<file path="src/hdl/pid_controller_anti_windup_core_assert.svh">
// Assertion macros used by the PID core controller module.
`ifndef PID_CONTROLLER_ANTI_WINDUP_CORE_ASSERT_SVH
`define PID_CONTROLLER_ANTI_WINDUP_CORE_ASSERT_SVH

// Same-cycle implication, disabled while reset is asserted.
`define PIDAW_ASSERT_IMP(label, clk, rst_n, ante, cons) \
    label: assert property (@(posedge clk) disable iff (!rst_n) (ante) |-> (cons)) \
        else $error("pid core: same-cycle check failed");

// Next-cycle implication, disabled while reset is asserted.
`define PIDAW_ASSERT_NXT(label, clk, rst_n, ante, cons) \
    label: assert property (@(posedge clk) disable iff (!rst_n) (ante) |=> (cons)) \
        else $error("pid core: next-cycle check failed");

`endif

</file>
<file path="src/hdl/pidaw_pkg.sv">
`timescale 1ns / 1ps

package pidaw_pkg;

    // Fixed widths of the configuration and port words
    localparam int GAIN_W     = 32;
    localparam int RATE_W     = 31;
    localparam int WORD_W     = 32;
    localparam int CFG_ADDR_W = 5;
    localparam int REG_IDX_W  = 3;

    // Input opcodes
    localparam logic [1:0] OPC_MEASURE = 2'd0;
    localparam logic [1:0] OPC_DERIV   = 2'd1;
    localparam logic [1:0] OPC_LIMIT   = 2'd2;

    // Register indexes (byte address is 4 times the index)
    localparam logic [REG_IDX_W-1:0] REG_PROP_GAIN       = 3'd0;
    localparam logic [REG_IDX_W-1:0] REG_INTEGRAL_GAIN   = 3'd1;
    localparam logic [REG_IDX_W-1:0] REG_DERIV_GAIN      = 3'd2;
    localparam logic [REG_IDX_W-1:0] REG_SAMPLE_RATE     = 3'd3;
    localparam logic [REG_IDX_W-1:0] REG_SAMPLE_PERIOD   = 3'd4;
    localparam logic [REG_IDX_W-1:0] REG_TARGET_SETPOINT = 3'd5;
    localparam logic [REG_IDX_W-1:0] REG_DERIVATIVE_MODE = 3'd6;

    // Reset values
    localparam logic [RATE_W-1:0] RATE_RESET   = 31'd65536;
    localparam logic [RATE_W-1:0] PERIOD_RESET = 31'd65536;

    typedef struct packed {
        logic signed [GAIN_W-1:0] prop_gain;
        logic signed [GAIN_W-1:0] integral_gain;
        logic signed [GAIN_W-1:0] deriv_gain;
        logic [RATE_W-1:0]        sample_rate;
        logic [RATE_W-1:0]        sample_period;
        logic signed [GAIN_W-1:0] target_setpoint;
        logic                     derivative_mode;
    } cfg_t;

    // Multiplier operand pairs
    typedef enum logic [2:0] {
        MS_ERR_PERIOD = 3'd0,
        MS_ERR_KP     = 3'd1,
        MS_INT_KI     = 3'd2,
        MS_DER_KD     = 3'd3,
        MS_T_RATE     = 3'd4,
        MS_T_KD       = 3'd5
    } mul_sel_t;

    // Datapath register updates
    typedef enum logic [3:0] {
        DP_NONE       = 4'd0,
        DP_LOAD       = 4'd1,
        DP_ERR_UPDATE = 4'd2,
        DP_DERIV_LOAD = 4'd3,
        DP_FAULT      = 4'd4,
        DP_INT_ACC    = 4'd5,
        DP_NUM_LOAD   = 4'd6,
        DP_INT_DIV    = 4'd7,
        DP_P_STORE    = 4'd8,
        DP_I_STORE    = 4'd9,
        DP_D_STORE    = 4'd10,
        DP_DIFF_LOAD  = 4'd11,
        DP_T_STORE    = 4'd12,
        DP_OUT_LOAD   = 4'd13
    } dp_op_t;

    typedef struct packed {
        dp_op_t   dp_op;
        logic     mul_start;
        mul_sel_t mul_sel;
        logic     div_start;
    } ctrl_cmd_t;

    typedef struct packed {
        logic [1:0] opcode;
        logic       ki_zero;
        logic       deriv_mode;
        logic       mul_done;
        logic       div_done;
    } ctrl_stat_t;

endpackage

</file>
<file path="src/hdl/pidaw_mul.sv">
`timescale 1ns / 1ps

// Fractional multiply: floor((a*b) >> FRAC_BITS), saturated to DATA_WIDTH.
// One DATA_WIDTH x 16 partial product per cycle, then a rounding stage.
module pidaw_mul #(
    parameter int DATA_WIDTH = 32,
    parameter int FRAC_BITS  = 16
) (
    input  logic                         clk,
    input  logic                         rst_n,
    input  logic                         start,
    input  logic signed [DATA_WIDTH-1:0] a,
    input  logic signed [pidaw_pkg::GAIN_W-1:0] b,
    output logic [DATA_WIDTH-1:0]        result,
    output logic                         done
);

    localparam int DW = DATA_WIDTH;
    localparam int BW = pidaw_pkg::GAIN_W;
    localparam int HW = BW / 2;
    localparam int PW = DW + BW;
    localparam int QW = PW - FRAC_BITS + 1;

    typedef enum logic [3:0] {
        PH_IDLE  = 4'b0001,
        PH_LOW   = 4'b0010,
        PH_HIGH  = 4'b0100,
        PH_ROUND = 4'b1000
    } phase_t;

    phase_t           phase_reg, phase_next;
    logic [DW-1:0]    amag_reg;
    logic [BW-1:0]    bmag_reg;
    logic             neg_reg;
    logic [PW-1:0]    acc_reg;
    logic [DW-1:0]    res_reg;
    logic             done_reg;

    logic [HW-1:0]    digit;
    logic [DW+HW-1:0] pp;
    logic [QW-1:0]    qr;
    logic [DW-1:0]    qlow;
    logic             ovf;
    logic [DW-1:0]    res_next;

    assign digit = (phase_reg == PH_LOW) ? bmag_reg[HW-1:0] : bmag_reg[BW-1:HW];
    assign pp    = amag_reg * digit;

    // round toward minus infinity: bump the magnitude of a negative result
    assign qr   = {1'b0, acc_reg[PW-1:FRAC_BITS]}
                + QW'(neg_reg && (|acc_reg[FRAC_BITS-1:0]));
    assign qlow = qr[DW-1:0];

    always_comb
    begin
        if (neg_reg)
            ovf = (|qr[QW-1:DW]) || (qr[DW-1] && (|qr[DW-2:0]));
        else
            ovf = |qr[QW-1:DW-1];
        if (ovf)
            res_next = neg_reg ? {1'b1, {(DW-1){1'b0}}} : {1'b0, {(DW-1){1'b1}}};
        else
            res_next = neg_reg ? (~qlow + 1'b1) : qlow;
    end

    always_comb
    begin
        phase_next = phase_reg;
        unique case (phase_reg)
            PH_IDLE:  if (start) phase_next = PH_LOW;
            PH_LOW:   phase_next = PH_HIGH;
            PH_HIGH:  phase_next = PH_ROUND;
            PH_ROUND: phase_next = PH_IDLE;
            default:  phase_next = PH_IDLE;
        endcase
    end

    always_ff @(posedge clk or negedge rst_n)
    begin
        if (!rst_n)
        begin
            phase_reg <= PH_IDLE;
            done_reg  <= 1'b0;
        end
        else
        begin
            phase_reg <= phase_next;
            done_reg  <= (phase_reg == PH_ROUND);
        end
    end

    always_ff @(posedge clk)
    begin
        if (phase_reg == PH_IDLE && start)
        begin
            amag_reg <= a[DW-1] ? (~a + 1'b1) : a;
            bmag_reg <= b[BW-1] ? (~b + 1'b1) : b;
            neg_reg  <= a[DW-1] ^ b[BW-1];
        end
        if (phase_reg == PH_LOW)
            acc_reg <= PW'(pp);
        if (phase_reg == PH_HIGH)
            acc_reg <= acc_reg + {pp, {HW{1'b0}}};
        if (phase_reg == PH_ROUND)
            res_reg <= res_next;
    end

    assign result = res_reg;
    assign done   = done_reg;

endmodule

</file>
<file path="src/hdl/pidaw_div.sv">
`timescale 1ns / 1ps

// Restoring divider: (num << FRAC_BITS) / den truncated toward zero,
// saturated to DATA_WIDTH. One quotient bit per cycle.
module pidaw_div #(
    parameter int DATA_WIDTH = 32,
    parameter int FRAC_BITS  = 16
) (
    input  logic                         clk,
    input  logic                         rst_n,
    input  logic                         start,
    input  logic signed [DATA_WIDTH-1:0] num,
    input  logic signed [pidaw_pkg::GAIN_W-1:0] den,
    output logic [DATA_WIDTH-1:0]        result,
    output logic                         done
);

    localparam int DW = DATA_WIDTH;
    localparam int RW = pidaw_pkg::GAIN_W;
    localparam int NW = DW + FRAC_BITS;
    localparam int CW = $clog2(NW + 1);

    typedef enum logic [2:0] {
        DV_IDLE = 3'b001,
        DV_RUN  = 3'b010,
        DV_SAT  = 3'b100
    } dv_state_t;

    dv_state_t     state_reg, state_next;
    logic [CW-1:0] count_reg;
    logic [NW-1:0] shreg_reg;
    logic [RW-1:0] rem_reg;
    logic [RW-1:0] dmag_reg;
    logic          neg_reg;
    logic [DW-1:0] res_reg;
    logic          done_reg;

    logic [RW:0]   trial;
    logic [RW:0]   diff;
    logic          ge;
    logic [DW-1:0] qlow;
    logic          ovf;
    logic [DW-1:0] res_next;

    assign trial = {rem_reg, shreg_reg[NW-1]};
    assign diff  = trial - {1'b0, dmag_reg};
    assign ge    = (trial >= {1'b0, dmag_reg});
    assign qlow  = shreg_reg[DW-1:0];

    always_comb
    begin
        if (neg_reg)
            ovf = (|shreg_reg[NW-1:DW]) || (shreg_reg[DW-1] && (|shreg_reg[DW-2:0]));
        else
            ovf = |shreg_reg[NW-1:DW-1];
        if (ovf)
            res_next = neg_reg ? {1'b1, {(DW-1){1'b0}}} : {1'b0, {(DW-1){1'b1}}};
        else
            res_next = neg_reg ? (~qlow + 1'b1) : qlow;
    end

    always_comb
    begin
        state_next = state_reg;
        unique case (state_reg)
            DV_IDLE: if (start) state_next = DV_RUN;
            DV_RUN:  if (count_reg == CW'(1)) state_next = DV_SAT;
            DV_SAT:  state_next = DV_IDLE;
            default: state_next = DV_IDLE;
        endcase
    end

    always_ff @(posedge clk or negedge rst_n)
    begin
        if (!rst_n)
        begin
            state_reg <= DV_IDLE;
            done_reg  <= 1'b0;
        end
        else
        begin
            state_reg <= state_next;
            done_reg  <= (state_reg == DV_SAT);
        end
    end

    always_ff @(posedge clk)
    begin
        if (state_reg == DV_IDLE && start)
        begin
            shreg_reg <= {(num[DW-1] ? (~num + 1'b1) : num), {FRAC_BITS{1'b0}}};
            dmag_reg  <= den[RW-1] ? (~den + 1'b1) : den;
            neg_reg   <= num[DW-1] ^ den[RW-1];
            rem_reg   <= '0;
            count_reg <= CW'(NW);
        end
        if (state_reg == DV_RUN)
        begin
            rem_reg   <= ge ? diff[RW-1:0] : trial[RW-1:0];
            shreg_reg <= {shreg_reg[NW-2:0], ge};
            count_reg <= count_reg - 1'b1;
        end
        if (state_reg == DV_SAT)
            res_reg <= res_next;
    end

    assign result = res_reg;
    assign done   = done_reg;

endmodule

</file>
<file path="src/hdl/pidaw_datapath.sv">
`timescale 1ns / 1ps

module pidaw_datapath #(
    parameter int DATA_WIDTH = 32,
    parameter int FRAC_BITS  = 16
) (
    input  logic                               clk,
    input  logic                               rst_n,
    input  pidaw_pkg::cfg_t                    cfg,
    input  logic [1:0]                         opcode,
    input  logic signed [pidaw_pkg::WORD_W-1:0] sample_value,
    input  pidaw_pkg::ctrl_cmd_t               cmd,
    output pidaw_pkg::ctrl_stat_t              stat,
    output logic signed [pidaw_pkg::WORD_W-1:0] drive_value,
    output logic signed [pidaw_pkg::WORD_W-1:0] last_measured,
    output logic                               divide_fault
);

    localparam int DW = DATA_WIDTH;
    localparam int OW = pidaw_pkg::WORD_W;
    localparam int XW = ((DW > OW) ? DW : OW) + 2;

    function automatic logic signed [XW-1:0] ext_dw(input logic [DW-1:0] x);
        return {{(XW-DW){x[DW-1]}}, x};
    endfunction

    function automatic logic signed [XW-1:0] ext_32(input logic [OW-1:0] x);
        return {{(XW-OW){x[OW-1]}}, x};
    endfunction

    function automatic logic [DW-1:0] sat_dw(input logic [XW-1:0] v);
        logic [XW-DW:0] hi;
        hi = v[XW-1:DW-1];
        if ((&hi) || !(|hi))
            return v[DW-1:0];
        return v[XW-1] ? {1'b1, {(DW-1){1'b0}}} : {1'b0, {(DW-1){1'b1}}};
    endfunction

    function automatic logic [OW-1:0] sat_32(input logic [XW-1:0] v);
        logic [XW-OW:0] hi;
        hi = v[XW-1:OW-1];
        if ((&hi) || !(|hi))
            return v[OW-1:0];
        return v[XW-1] ? {1'b1, {(OW-1){1'b0}}} : {1'b0, {(OW-1){1'b1}}};
    endfunction

    // architectural state
    logic [DW-1:0] error_now_reg;
    logic [DW-1:0] error_before_reg;
    logic [DW-1:0] integral_reg;
    logic [DW-1:0] deriv_held_reg;
    logic [DW-1:0] measured_reg;

    // per-item working registers
    logic [1:0]    op_reg;
    logic [DW-1:0] val_reg;
    logic          fault_reg;
    logic [DW-1:0] p_reg;
    logic [DW-1:0] i_reg;
    logic [DW-1:0] d_reg;
    logic [DW-1:0] t_reg;
    logic [OW-1:0] drive_reg;
    logic [OW-1:0] last_reg;
    logic          fault_out_reg;

    logic signed [DW-1:0]                mul_a;
    logic signed [pidaw_pkg::GAIN_W-1:0] mul_b;
    logic [DW-1:0]                       mul_res;
    logic                                mul_done;
    logic [DW-1:0]                       div_res;
    logic                                div_done;
    logic signed [XW-1:0]                pid_sum;

    always_comb
    begin
        case (cmd.mul_sel)
            pidaw_pkg::MS_ERR_PERIOD:
            begin
                mul_a = error_now_reg;
                mul_b = {1'b0, cfg.sample_period};
            end
            pidaw_pkg::MS_INT_KI:
            begin
                mul_a = integral_reg;
                mul_b = cfg.integral_gain;
            end
            pidaw_pkg::MS_DER_KD:
            begin
                mul_a = deriv_held_reg;
                mul_b = cfg.deriv_gain;
            end
            pidaw_pkg::MS_T_RATE:
            begin
                mul_a = t_reg;
                mul_b = {1'b0, cfg.sample_rate};
            end
            pidaw_pkg::MS_T_KD:
            begin
                mul_a = t_reg;
                mul_b = cfg.deriv_gain;
            end
            default:
            begin
                mul_a = error_now_reg;
                mul_b = cfg.prop_gain;
            end
        endcase
    end

    pidaw_mul #(
        .DATA_WIDTH (DATA_WIDTH),
        .FRAC_BITS  (FRAC_BITS)
    ) u_mul (
        .clk    (clk),
        .rst_n  (rst_n),
        .start  (cmd.mul_start),
        .a      (mul_a),
        .b      (mul_b),
        .result (mul_res),
        .done   (mul_done)
    );

    pidaw_div #(
        .DATA_WIDTH (DATA_WIDTH),
        .FRAC_BITS  (FRAC_BITS)
    ) u_div (
        .clk    (clk),
        .rst_n  (rst_n),
        .start  (cmd.div_start),
        .num    (t_reg),
        .den    (cfg.integral_gain),
        .result (div_res),
        .done   (div_done)
    );

    assign pid_sum = ext_dw(p_reg) + ext_dw(i_reg) + ext_dw(d_reg);

    // state that the regulator keeps between items
    always_ff @(posedge clk or negedge rst_n)
    begin
        if (!rst_n)
        begin
            error_now_reg    <= '0;
            error_before_reg <= '0;
            integral_reg     <= '0;
            deriv_held_reg   <= '0;
            measured_reg     <= '0;
        end
        else
        begin
            case (cmd.dp_op)
                pidaw_pkg::DP_ERR_UPDATE:
                begin
                    error_before_reg <= error_now_reg;
                    error_now_reg    <= sat_dw(ext_32(cfg.target_setpoint) - ext_dw(val_reg));
                    measured_reg     <= val_reg;
                end
                pidaw_pkg::DP_DERIV_LOAD: deriv_held_reg <= val_reg;
                pidaw_pkg::DP_INT_ACC:
                    integral_reg <= sat_dw(ext_dw(integral_reg) + ext_dw(mul_res));
                pidaw_pkg::DP_INT_DIV:    integral_reg <= div_res;
                default:                  ;
            endcase
        end
    end

    always_ff @(posedge clk)
    begin
        case (cmd.dp_op)
            pidaw_pkg::DP_LOAD:
            begin
                op_reg    <= opcode;
                val_reg   <= sat_dw(ext_32(sample_value));
                fault_reg <= 1'b0;
            end
            pidaw_pkg::DP_FAULT:     fault_reg <= 1'b1;
            pidaw_pkg::DP_NUM_LOAD:  t_reg <= sat_dw(ext_dw(val_reg) - ext_dw(mul_res));
            pidaw_pkg::DP_DIFF_LOAD:
                t_reg <= sat_dw(ext_dw(error_now_reg) - ext_dw(error_before_reg));
            pidaw_pkg::DP_T_STORE:   t_reg <= mul_res;
            pidaw_pkg::DP_P_STORE:   p_reg <= mul_res;
            pidaw_pkg::DP_I_STORE:   i_reg <= mul_res;
            pidaw_pkg::DP_D_STORE:   d_reg <= mul_res;
            pidaw_pkg::DP_OUT_LOAD:
            begin
                drive_reg     <= sat_32(ext_dw(sat_dw(pid_sum)));
                last_reg      <= sat_32(ext_dw(measured_reg));
                fault_out_reg <= fault_reg;
            end
            default: ;
        endcase
    end

    assign stat.opcode     = op_reg;
    assign stat.ki_zero    = (cfg.integral_gain == '0);
    assign stat.deriv_mode = cfg.derivative_mode;
    assign stat.mul_done   = mul_done;
    assign stat.div_done   = div_done;

    assign drive_value   = drive_reg;
    assign last_measured = last_reg;
    assign divide_fault  = fault_out_reg;

endmodule

</file>
<file path="src/hdl/pidaw_ctrl.sv">
`timescale 1ns / 1ps
`include "pid_controller_anti_windup_core_assert.svh"

module pidaw_ctrl (
    input  logic                  clk,
    input  logic                  rst_n,
    input  logic                  in_valid,
    output logic                  in_ready,
    output logic                  out_valid,
    input  logic                  out_ready,
    input  pidaw_pkg::ctrl_stat_t stat,
    output pidaw_pkg::ctrl_cmd_t  cmd
);

    typedef enum logic [19:0] {
        S_IDLE     = 20'h00001,
        S_DECODE   = 20'h00002,
        S_INT_MUL  = 20'h00004,
        S_INT_WAIT = 20'h00008,
        S_AW_MUL   = 20'h00010,
        S_AW_WAIT  = 20'h00020,
        S_DIV_GO   = 20'h00040,
        S_DIV_WAIT = 20'h00080,
        S_P_MUL    = 20'h00100,
        S_P_WAIT   = 20'h00200,
        S_I_MUL    = 20'h00400,
        S_I_WAIT   = 20'h00800,
        S_D_MUL    = 20'h01000,
        S_D_WAIT   = 20'h02000,
        S_DIFF     = 20'h04000,
        S_R_MUL    = 20'h08000,
        S_R_WAIT   = 20'h10000,
        S_K_MUL    = 20'h20000,
        S_K_WAIT   = 20'h40000,
        S_OUT      = 20'h80000
    } state_t;

    state_t state_reg, state_next;
    logic   out_valid_reg, out_valid_next;

    always_comb
    begin
        state_next    = state_reg;
        cmd.dp_op     = pidaw_pkg::DP_NONE;
        cmd.mul_start = 1'b0;
        cmd.mul_sel   = pidaw_pkg::MS_ERR_KP;
        cmd.div_start = 1'b0;
        unique case (state_reg)
            S_IDLE:
                if (in_valid)
                begin
                    cmd.dp_op  = pidaw_pkg::DP_LOAD;
                    state_next = S_DECODE;
                end
            S_DECODE:
                unique case (stat.opcode)
                    pidaw_pkg::OPC_MEASURE:
                    begin
                        cmd.dp_op  = pidaw_pkg::DP_ERR_UPDATE;
                        state_next = S_INT_MUL;
                    end
                    pidaw_pkg::OPC_DERIV:
                    begin
                        cmd.dp_op  = pidaw_pkg::DP_DERIV_LOAD;
                        state_next = S_P_MUL;
                    end
                    pidaw_pkg::OPC_LIMIT:
                        if (stat.ki_zero)
                        begin
                            cmd.dp_op  = pidaw_pkg::DP_FAULT;
                            state_next = S_P_MUL;
                        end
                        else
                            state_next = S_AW_MUL;
                    default: state_next = S_P_MUL;
                endcase
            S_INT_MUL:
            begin
                cmd.mul_start = 1'b1;
                cmd.mul_sel   = pidaw_pkg::MS_ERR_PERIOD;
                state_next    = S_INT_WAIT;
            end
            S_INT_WAIT:
                if (stat.mul_done)
                begin
                    cmd.dp_op  = pidaw_pkg::DP_INT_ACC;
                    state_next = S_P_MUL;
                end
            S_AW_MUL:
            begin
                cmd.mul_start = 1'b1;
                cmd.mul_sel   = pidaw_pkg::MS_ERR_KP;
                state_next    = S_AW_WAIT;
            end
            S_AW_WAIT:
                if (stat.mul_done)
                begin
                    cmd.dp_op  = pidaw_pkg::DP_NUM_LOAD;
                    state_next = S_DIV_GO;
                end
            S_DIV_GO:
            begin
                cmd.div_start = 1'b1;
                state_next    = S_DIV_WAIT;
            end
            S_DIV_WAIT:
                if (stat.div_done)
                begin
                    cmd.dp_op  = pidaw_pkg::DP_INT_DIV;
                    state_next = S_P_MUL;
                end
            S_P_MUL:
            begin
                cmd.mul_start = 1'b1;
                cmd.mul_sel   = pidaw_pkg::MS_ERR_KP;
                state_next    = S_P_WAIT;
            end
            S_P_WAIT:
                if (stat.mul_done)
                begin
                    cmd.dp_op  = pidaw_pkg::DP_P_STORE;
                    state_next = S_I_MUL;
                end
            S_I_MUL:
            begin
                cmd.mul_start = 1'b1;
                cmd.mul_sel   = pidaw_pkg::MS_INT_KI;
                state_next    = S_I_WAIT;
            end
            S_I_WAIT:
                if (stat.mul_done)
                begin
                    cmd.dp_op  = pidaw_pkg::DP_I_STORE;
                    state_next = stat.deriv_mode ? S_D_MUL : S_DIFF;
                end
            S_D_MUL:
            begin
                cmd.mul_start = 1'b1;
                cmd.mul_sel   = pidaw_pkg::MS_DER_KD;
                state_next    = S_D_WAIT;
            end
            S_D_WAIT:
                if (stat.mul_done)
                begin
                    cmd.dp_op  = pidaw_pkg::DP_D_STORE;
                    state_next = S_OUT;
                end
            S_DIFF:
            begin
                cmd.dp_op  = pidaw_pkg::DP_DIFF_LOAD;
                state_next = S_R_MUL;
            end
            S_R_MUL:
            begin
                cmd.mul_start = 1'b1;
                cmd.mul_sel   = pidaw_pkg::MS_T_RATE;
                state_next    = S_R_WAIT;
            end
            S_R_WAIT:
                if (stat.mul_done)
                begin
                    cmd.dp_op  = pidaw_pkg::DP_T_STORE;
                    state_next = S_K_MUL;
                end
            S_K_MUL:
            begin
                cmd.mul_start = 1'b1;
                cmd.mul_sel   = pidaw_pkg::MS_T_KD;
                state_next    = S_K_WAIT;
            end
            S_K_WAIT:
                if (stat.mul_done)
                begin
                    cmd.dp_op  = pidaw_pkg::DP_D_STORE;
                    state_next = S_OUT;
                end
            S_OUT:
                // hold until the output register is free or being drained
                if (!out_valid_reg || out_ready)
                begin
                    cmd.dp_op  = pidaw_pkg::DP_OUT_LOAD;
                    state_next = S_IDLE;
                end
            default: state_next = S_IDLE;
        endcase
    end

    always_comb
    begin
        if (cmd.dp_op == pidaw_pkg::DP_OUT_LOAD)
            out_valid_next = 1'b1;
        else if (out_ready)
            out_valid_next = 1'b0;
        else
            out_valid_next = out_valid_reg;
    end

    always_ff @(posedge clk or negedge rst_n)
    begin
        if (!rst_n)
        begin
            state_reg     <= S_IDLE;
            out_valid_reg <= 1'b0;
        end
        else
        begin
            state_reg     <= state_next;
            out_valid_reg <= out_valid_next;
        end
    end

    assign in_ready  = (state_reg == S_IDLE);
    assign out_valid = out_valid_reg;

    `PIDAW_ASSERT_IMP(a_mul_done_in_wait, clk, rst_n, stat.mul_done, (state_reg == S_INT_WAIT) || (state_reg == S_AW_WAIT) || (state_reg == S_P_WAIT) || (state_reg == S_I_WAIT) || (state_reg == S_D_WAIT) || (state_reg == S_R_WAIT) || (state_reg == S_K_WAIT))
    `PIDAW_ASSERT_IMP(a_div_done_in_wait, clk, rst_n, stat.div_done, state_reg == S_DIV_WAIT)
    `PIDAW_ASSERT_IMP(a_no_zero_divisor, clk, rst_n, cmd.div_start, !stat.ki_zero)
    `PIDAW_ASSERT_NXT(a_out_load_valid, clk, rst_n, cmd.dp_op == pidaw_pkg::DP_OUT_LOAD, out_valid)

endmodule

</file>
<file path="src/hdl/pid_controller_anti_windup_core.sv">
`timescale 1ns / 1ps

// Fixed-point PID regulator with anti-windup.
// Input channel (in_valid/in_ready): one word carries opcode and sample_value.
//   Opcode 0 is a measurement, 1 a filtered derivative, 2 an anti-windup limit.
// Output channel (out_valid/out_ready): one word per input word with the
//   saturated drive P+I+D, the last measurement and the divide fault flag.
// Configuration: APB-style port, register i at byte address 4*i, pready tied
//   high; write registers only while no word is in flight.
// Timing: one word at a time through a controller that steps a shared
//   two-digit multiplier and a one-bit-per-cycle divider. A measurement
//   first accumulates error*period into the integral; a limit word with
//   nonzero Ki runs a product and the divider to rebuild the integral;
//   then P, I and D are formed, D from the held derivative or from the
//   error difference. in_ready is high only while the controller is idle,
//   so a word is taken only once the last one's result is loaded out.
// Stall: a finished word waits in the output register; the next word may be
//   accepted and worked on meanwhile, and its result holds until the output
//   register drains.
// Reset: state and history clear to zero, gains to zero, sample rate and
//   period to 1.0; no result is pending.
module pid_controller_anti_windup_core #(
    parameter int DATA_WIDTH = 32,
    parameter int FRAC_BITS  = 16
) (
    input  logic                                    clk,
    input  logic                                    rst_n,
    // configuration port
    input  logic                                    psel,
    input  logic                                    penable,
    input  logic                                    pwrite,
    input  logic [pidaw_pkg::CFG_ADDR_W-1:0]        paddr,
    input  logic [pidaw_pkg::WORD_W-1:0]            pwdata,
    output logic [pidaw_pkg::WORD_W-1:0]            prdata,
    output logic                                    pready,
    // input words
    input  logic                                    in_valid,
    output logic                                    in_ready,
    input  logic [1:0]                              opcode,
    input  logic signed [pidaw_pkg::WORD_W-1:0]     sample_value,
    // result words
    output logic                                    out_valid,
    input  logic                                    out_ready,
    output logic signed [pidaw_pkg::WORD_W-1:0]     drive_value,
    output logic signed [pidaw_pkg::WORD_W-1:0]     last_measured,
    output logic                                    divide_fault
);

    pidaw_pkg::cfg_t       cfg_reg;
    pidaw_pkg::ctrl_cmd_t  cmd;
    pidaw_pkg::ctrl_stat_t stat;

    logic [pidaw_pkg::REG_IDX_W-1:0] reg_idx;
    logic                            cfg_write;

    // word-aligned register index; byte lane bits are ignored
    assign reg_idx   = paddr[pidaw_pkg::CFG_ADDR_W-1:2];
    assign cfg_write = psel && penable && pwrite;
    assign pready    = 1'b1;

    always_ff @(posedge clk or negedge rst_n)
    begin
        if (!rst_n)
        begin
            cfg_reg.prop_gain       <= '0;
            cfg_reg.integral_gain   <= '0;
            cfg_reg.deriv_gain      <= '0;
            cfg_reg.sample_rate     <= pidaw_pkg::RATE_RESET;
            cfg_reg.sample_period   <= pidaw_pkg::PERIOD_RESET;
            cfg_reg.target_setpoint <= '0;
            cfg_reg.derivative_mode <= 1'b0;
        end
        else if (cfg_write)
        begin
            unique case (reg_idx)
                pidaw_pkg::REG_PROP_GAIN:       cfg_reg.prop_gain <= pwdata;
                pidaw_pkg::REG_INTEGRAL_GAIN:   cfg_reg.integral_gain <= pwdata;
                pidaw_pkg::REG_DERIV_GAIN:      cfg_reg.deriv_gain <= pwdata;
                pidaw_pkg::REG_SAMPLE_RATE:
                    cfg_reg.sample_rate <= pwdata[pidaw_pkg::RATE_W-1:0];
                pidaw_pkg::REG_SAMPLE_PERIOD:
                    cfg_reg.sample_period <= pwdata[pidaw_pkg::RATE_W-1:0];
                pidaw_pkg::REG_TARGET_SETPOINT: cfg_reg.target_setpoint <= pwdata;
                pidaw_pkg::REG_DERIVATIVE_MODE: cfg_reg.derivative_mode <= pwdata[0];
                default: ;  // drop writes to unmapped addresses
            endcase
        end
    end

    always_comb
    begin
        unique case (reg_idx)
            pidaw_pkg::REG_PROP_GAIN:       prdata = cfg_reg.prop_gain;
            pidaw_pkg::REG_INTEGRAL_GAIN:   prdata = cfg_reg.integral_gain;
            pidaw_pkg::REG_DERIV_GAIN:      prdata = cfg_reg.deriv_gain;
            pidaw_pkg::REG_SAMPLE_RATE:     prdata = {1'b0, cfg_reg.sample_rate};
            pidaw_pkg::REG_SAMPLE_PERIOD:   prdata = {1'b0, cfg_reg.sample_period};
            pidaw_pkg::REG_TARGET_SETPOINT: prdata = cfg_reg.target_setpoint;
            pidaw_pkg::REG_DERIVATIVE_MODE:
                prdata = {{(pidaw_pkg::WORD_W-1){1'b0}}, cfg_reg.derivative_mode};
            default:                        prdata = '0;
        endcase
    end

    pidaw_ctrl u_ctrl (
        .clk       (clk),
        .rst_n     (rst_n),
        .in_valid  (in_valid),
        .in_ready  (in_ready),
        .out_valid (out_valid),
        .out_ready (out_ready),
        .stat      (stat),
        .cmd       (cmd)
    );

    pidaw_datapath #(
        .DATA_WIDTH (DATA_WIDTH),
        .FRAC_BITS  (FRAC_BITS)
    ) u_datapath (
        .clk           (clk),
        .rst_n         (rst_n),
        .cfg           (cfg_reg),
        .opcode        (opcode),
        .sample_value  (sample_value),
        .cmd           (cmd),
        .stat          (stat),
        .drive_value   (drive_value),
        .last_measured (last_measured),
        .divide_fault  (divide_fault)
    );

endmodule
</file>
<file path="config.mk">
export PLATFORM = sky130hd
export DESIGN_NAME = pid_controller_anti_windup_core
export DESIGN_NICKNAME = d
export VERILOG_FILES = /design/src/hdl/pidaw_pkg.sv /design/src/hdl/pidaw_mul.sv /design/src/hdl/pidaw_div.sv /design/src/hdl/pidaw_datapath.sv /design/src/hdl/pidaw_ctrl.sv /design/src/hdl/pid_controller_anti_windup_core.sv
export VERILOG_INCLUDE_DIRS = /design/src /design/src/hdl
export SDC_FILE = /design/constraint.sdc
export NUM_CORES = 2
export LEC_CHECK = 0
export BUFFER_PORTS_ARGS = -buffer_cell sky130_fd_sc_hd__buf_2
export CAP_MARGIN = 20
export CORE_AREA = 4 4 396 398
export CTS_CLUSTER_DIAMETER = 150
export DETAILED_ROUTE_END_ITERATION = 8
export DIE_AREA = 0 0 400 402
export PLACE_DENSITY = 0.65
export SKIP_CTS_REPAIR_TIMING = 1
export SKIP_LAST_GASP = 1
export SYNTH_ARGS = -nofsm -noshare
export SYNTH_HDL_FRONTEND = slang
export SYNTH_SLANG_ARGS = --single-unit
</file>
<file path="constraint.sdc">
create_clock -name clk -period 14.5 [get_ports clk]
set_clock_uncertainty 0.15 [all_clocks]
set_input_delay 0.725 -clock clk [delete_from_list [all_inputs] [get_ports clk]]
set_output_delay 0.725 -clock clk [all_outputs]
set_load 0.005 [all_outputs]
</file>
==> impl_metrics.toml <==
[status]
status = "finished, final reports clean"

[floorplanning]
initial_core_util_pct = 46.8
num_rows = 144
die_w_um = 400
coreArea_um2 = 153000
ios = 178
design.die.area_um2 = 161000
die_h_um = 402

[placed_design]
place_congestion = 0.915
hpwlAfterDp_um = 159000
portBuffers = 174

[detailed_routing]
drt-total-wl_um = 215000
ant_nets = 0
dr.pass1.iters = 5
vias = 56100
wl_per_cell_um = 22.7
viasPerCell = 5.94
drt_drc_violations_left = 0
drtIter0Drc = 5116

[setup_path]
crit_arrival_ns = 11.75
crit_buf_inv = 6
critPathMaxFanout = 32
crit_family = "adder cells"
cp.required_ns = 14.82
worstSetupStartpointType = "flip-flop"
crit_path_end_kind = "flip-flop"
crit_path_frequent_cell = "fa_1"
crit_type = "reg -> reg"
critPathMaxStageDelay_ns = 0.83
cpMaxStageDelayCell = "mux2_2"

[timing]
worst_pin_slew_ns = 1.19
totalNegativeSetupSlack_ns = 0
setup_viol = 0
relSlewSlack_pct = 20.4
period_share_pct = 78.9
fmax_ghz = 0.0874
final_max_slew_viol_count = 0
rsz0062_at_grt = "false"
final.min_clock_period_ns = 11.44
hold_viol = 0

[layout]
syn2layout_area_growth_pct = 9.28
drive_above_1_share_pct = 10.8
largest_reg_flops = 191
num-nets-final = 8214

[global_routing]
grt_start_max_net_pins = 155
antenna_found_initial = 9
grt_pass1_wl_um = 328000
grt.total_usage_pct = 26.4
grt_overflow = 0
grt_pass1_vias = 54700

[logic_synthesis]
synth_cells = 7252
synthDistinctLibCells = 112
ys_ff_latch = 921
syn_avg_cell_area_um2 = 9.90
synth-edff-count = 540
synthFlopType = "edfxtp_1"
yosysWarnings = 0
synth_area_um2 = 71800
seq_area_frac_synth_pct = 35.9
syn-num-nets = 8161
synth_async_sr_flop_share_pct = 41.4

[cts]
root_buffer = "clkbuf_16"
clk_pin_slew_ns = 0.06
htree_levels = 3
cts_tree = "done"
cts_buffers = 103
clk-insertion-delay-late_ns = 0.73
clockBufferDepth = 3
clock-sinks = 921

[min_path]
holdCritPathClass = "in -> reg"

[job]
cap_violations = 0
## worst paths after layout
path	from	end	slack [ns]	depth (start not counted)
worst max-delay path	u_datapath.u_mul.phase_reg[2]	u_datapath.u_mul.acc_reg[61]	3.06	37
worst min-delay path	sample_value[5]	u_datapath.val_reg[5]	0.04	1
worst max register to register	u_datapath.u_mul.phase_reg[2]	u_datapath.u_mul.acc_reg[61]	3.06	37
worst min register to register	u_datapath.measured_reg[24]	u_datapath.last_measured[24]	0.29	0
max in group asynchronous	rst_n	u_datapath.measured_reg[24]	12.21	3
min in group asynchronous	rst_n	cfg_reg[59]	0.50	2
## kinds of logic after synthesis
| logic type | share of synthesized area, % |
|---|---|
| simple gates | 14.0 |
| flops | 35.9 |
| mux | 4.60 |
| buf+inv | 5.68 |
| compound gates | 15.1 |
| other cells | 0.00522 |
| xor+xnor | 5.22 |
| fa+ha+maj | 19.5 |
## cell type report
type                    instances  area (um2)
diodes                          6        15.0
well taps                    2044        2560
flip-flops and latches        921       25800
clock buffers                 144        2960
fillers                     13700       74900
repair buffers                274        1760
inverters                     737        2770
clock inverters                50         507
multi-input cells            5268       42100
## cell usage in the layout (no fill, tap or decap), drive strengths merged, types with 167 or more instances in the layout
cell    instances
a21oi         407
and2          242
buf           257
dfrtp         376
edfxtp        540
fa            457
ha            374
inv           740
mux2          264
nand2         747
nand3         193
nor2          306
o21ai         425
xnor2         258
xor2          167
## through the flow
stage / utilization, % / instances / area [um2] / setup WS, ns / hold WS (ns)
4_1_cts: 51.0 / 9416 / 78200 / 3.17 / -0.117
5_1_grt: 51.2 / 9439 / 78400 / 2.26 / 0.000584
6_report: 51.2 / 9444 / 78500 / 3.06 / 0.0376
2_1_floorplan: - / 7252 / 71800 / 3.68 / 0.250
3_3_place_gp: 48.7 / 9220 / 74700 / 3.26 / 0.258
3_5_place_dp: 48.7 / 9222 / 74700 / 3.20 / 0.271
## routing by layer
metal | wire [um] | share of wire, % | global-route usage (%) | vias to the layer above
met1 | 91800 | 43 | 37.4 | 27800
li1 | - | - | - | 25600
met3 | 19200 | 8.9 | 5.17 | 378
met2 | 95400 | 44 | 40.5 | 2351
met4 | 8320 | 3.9 | 8.87 | 8
met5 | 98 | 0.046 | 0 | -
## Yosys cell counts, types with 32 or more instances
| library cell | instances | area (um2) |
|---|---|---|
| a211oi_1 | 32 | 240 |
| a21o_1 | 160 | 1200 |
| a21oi_1 | 407 | 2040 |
| a221oi_1 | 57 | 499 |
| a22oi_1 | 129 | 968 |
| a31oi_1 | 47 | 294 |
| and2_1 | 240 | 1500 |
| and3_1 | 58 | 363 |
| clkbuf_1 | 269 | 1010 |
| dfrtp_1 | 376 | 9410 |
| edfxtp_1 | 540 | 16200 |
| fa_1 | 457 | 9150 |
| ha_1 | 374 | 4680 |
| inv_1 | 736 | 2760 |
| mux2_2 | 263 | 2960 |
| mux2i_1 | 33 | 330 |
| nand2_1 | 746 | 2800 |
| nand2b_1 | 58 | 363 |
| nand3_1 | 190 | 951 |
| nand4_1 | 48 | 300 |
| nor2_1 | 305 | 1140 |
| nor2b_1 | 48 | 300 |
| nor3_1 | 94 | 470 |
| nor4_1 | 40 | 250 |
| o211ai_1 | 44 | 330 |
| o21a_1 | 60 | 450 |
| o21ai_0 | 415 | 2080 |
| o21bai_1 | 47 | 353 |
| o22ai_1 | 32 | 200 |
| o31ai_1 | 42 | 315 |
| or3_1 | 45 | 282 |
| xnor2_1 | 258 | 2260 |
| xor2_1 | 167 | 1460 |
Power is left out: the tool's default activity adds up to more than one toggle a clock period on the data nets, which glitch-free logic cannot reach.
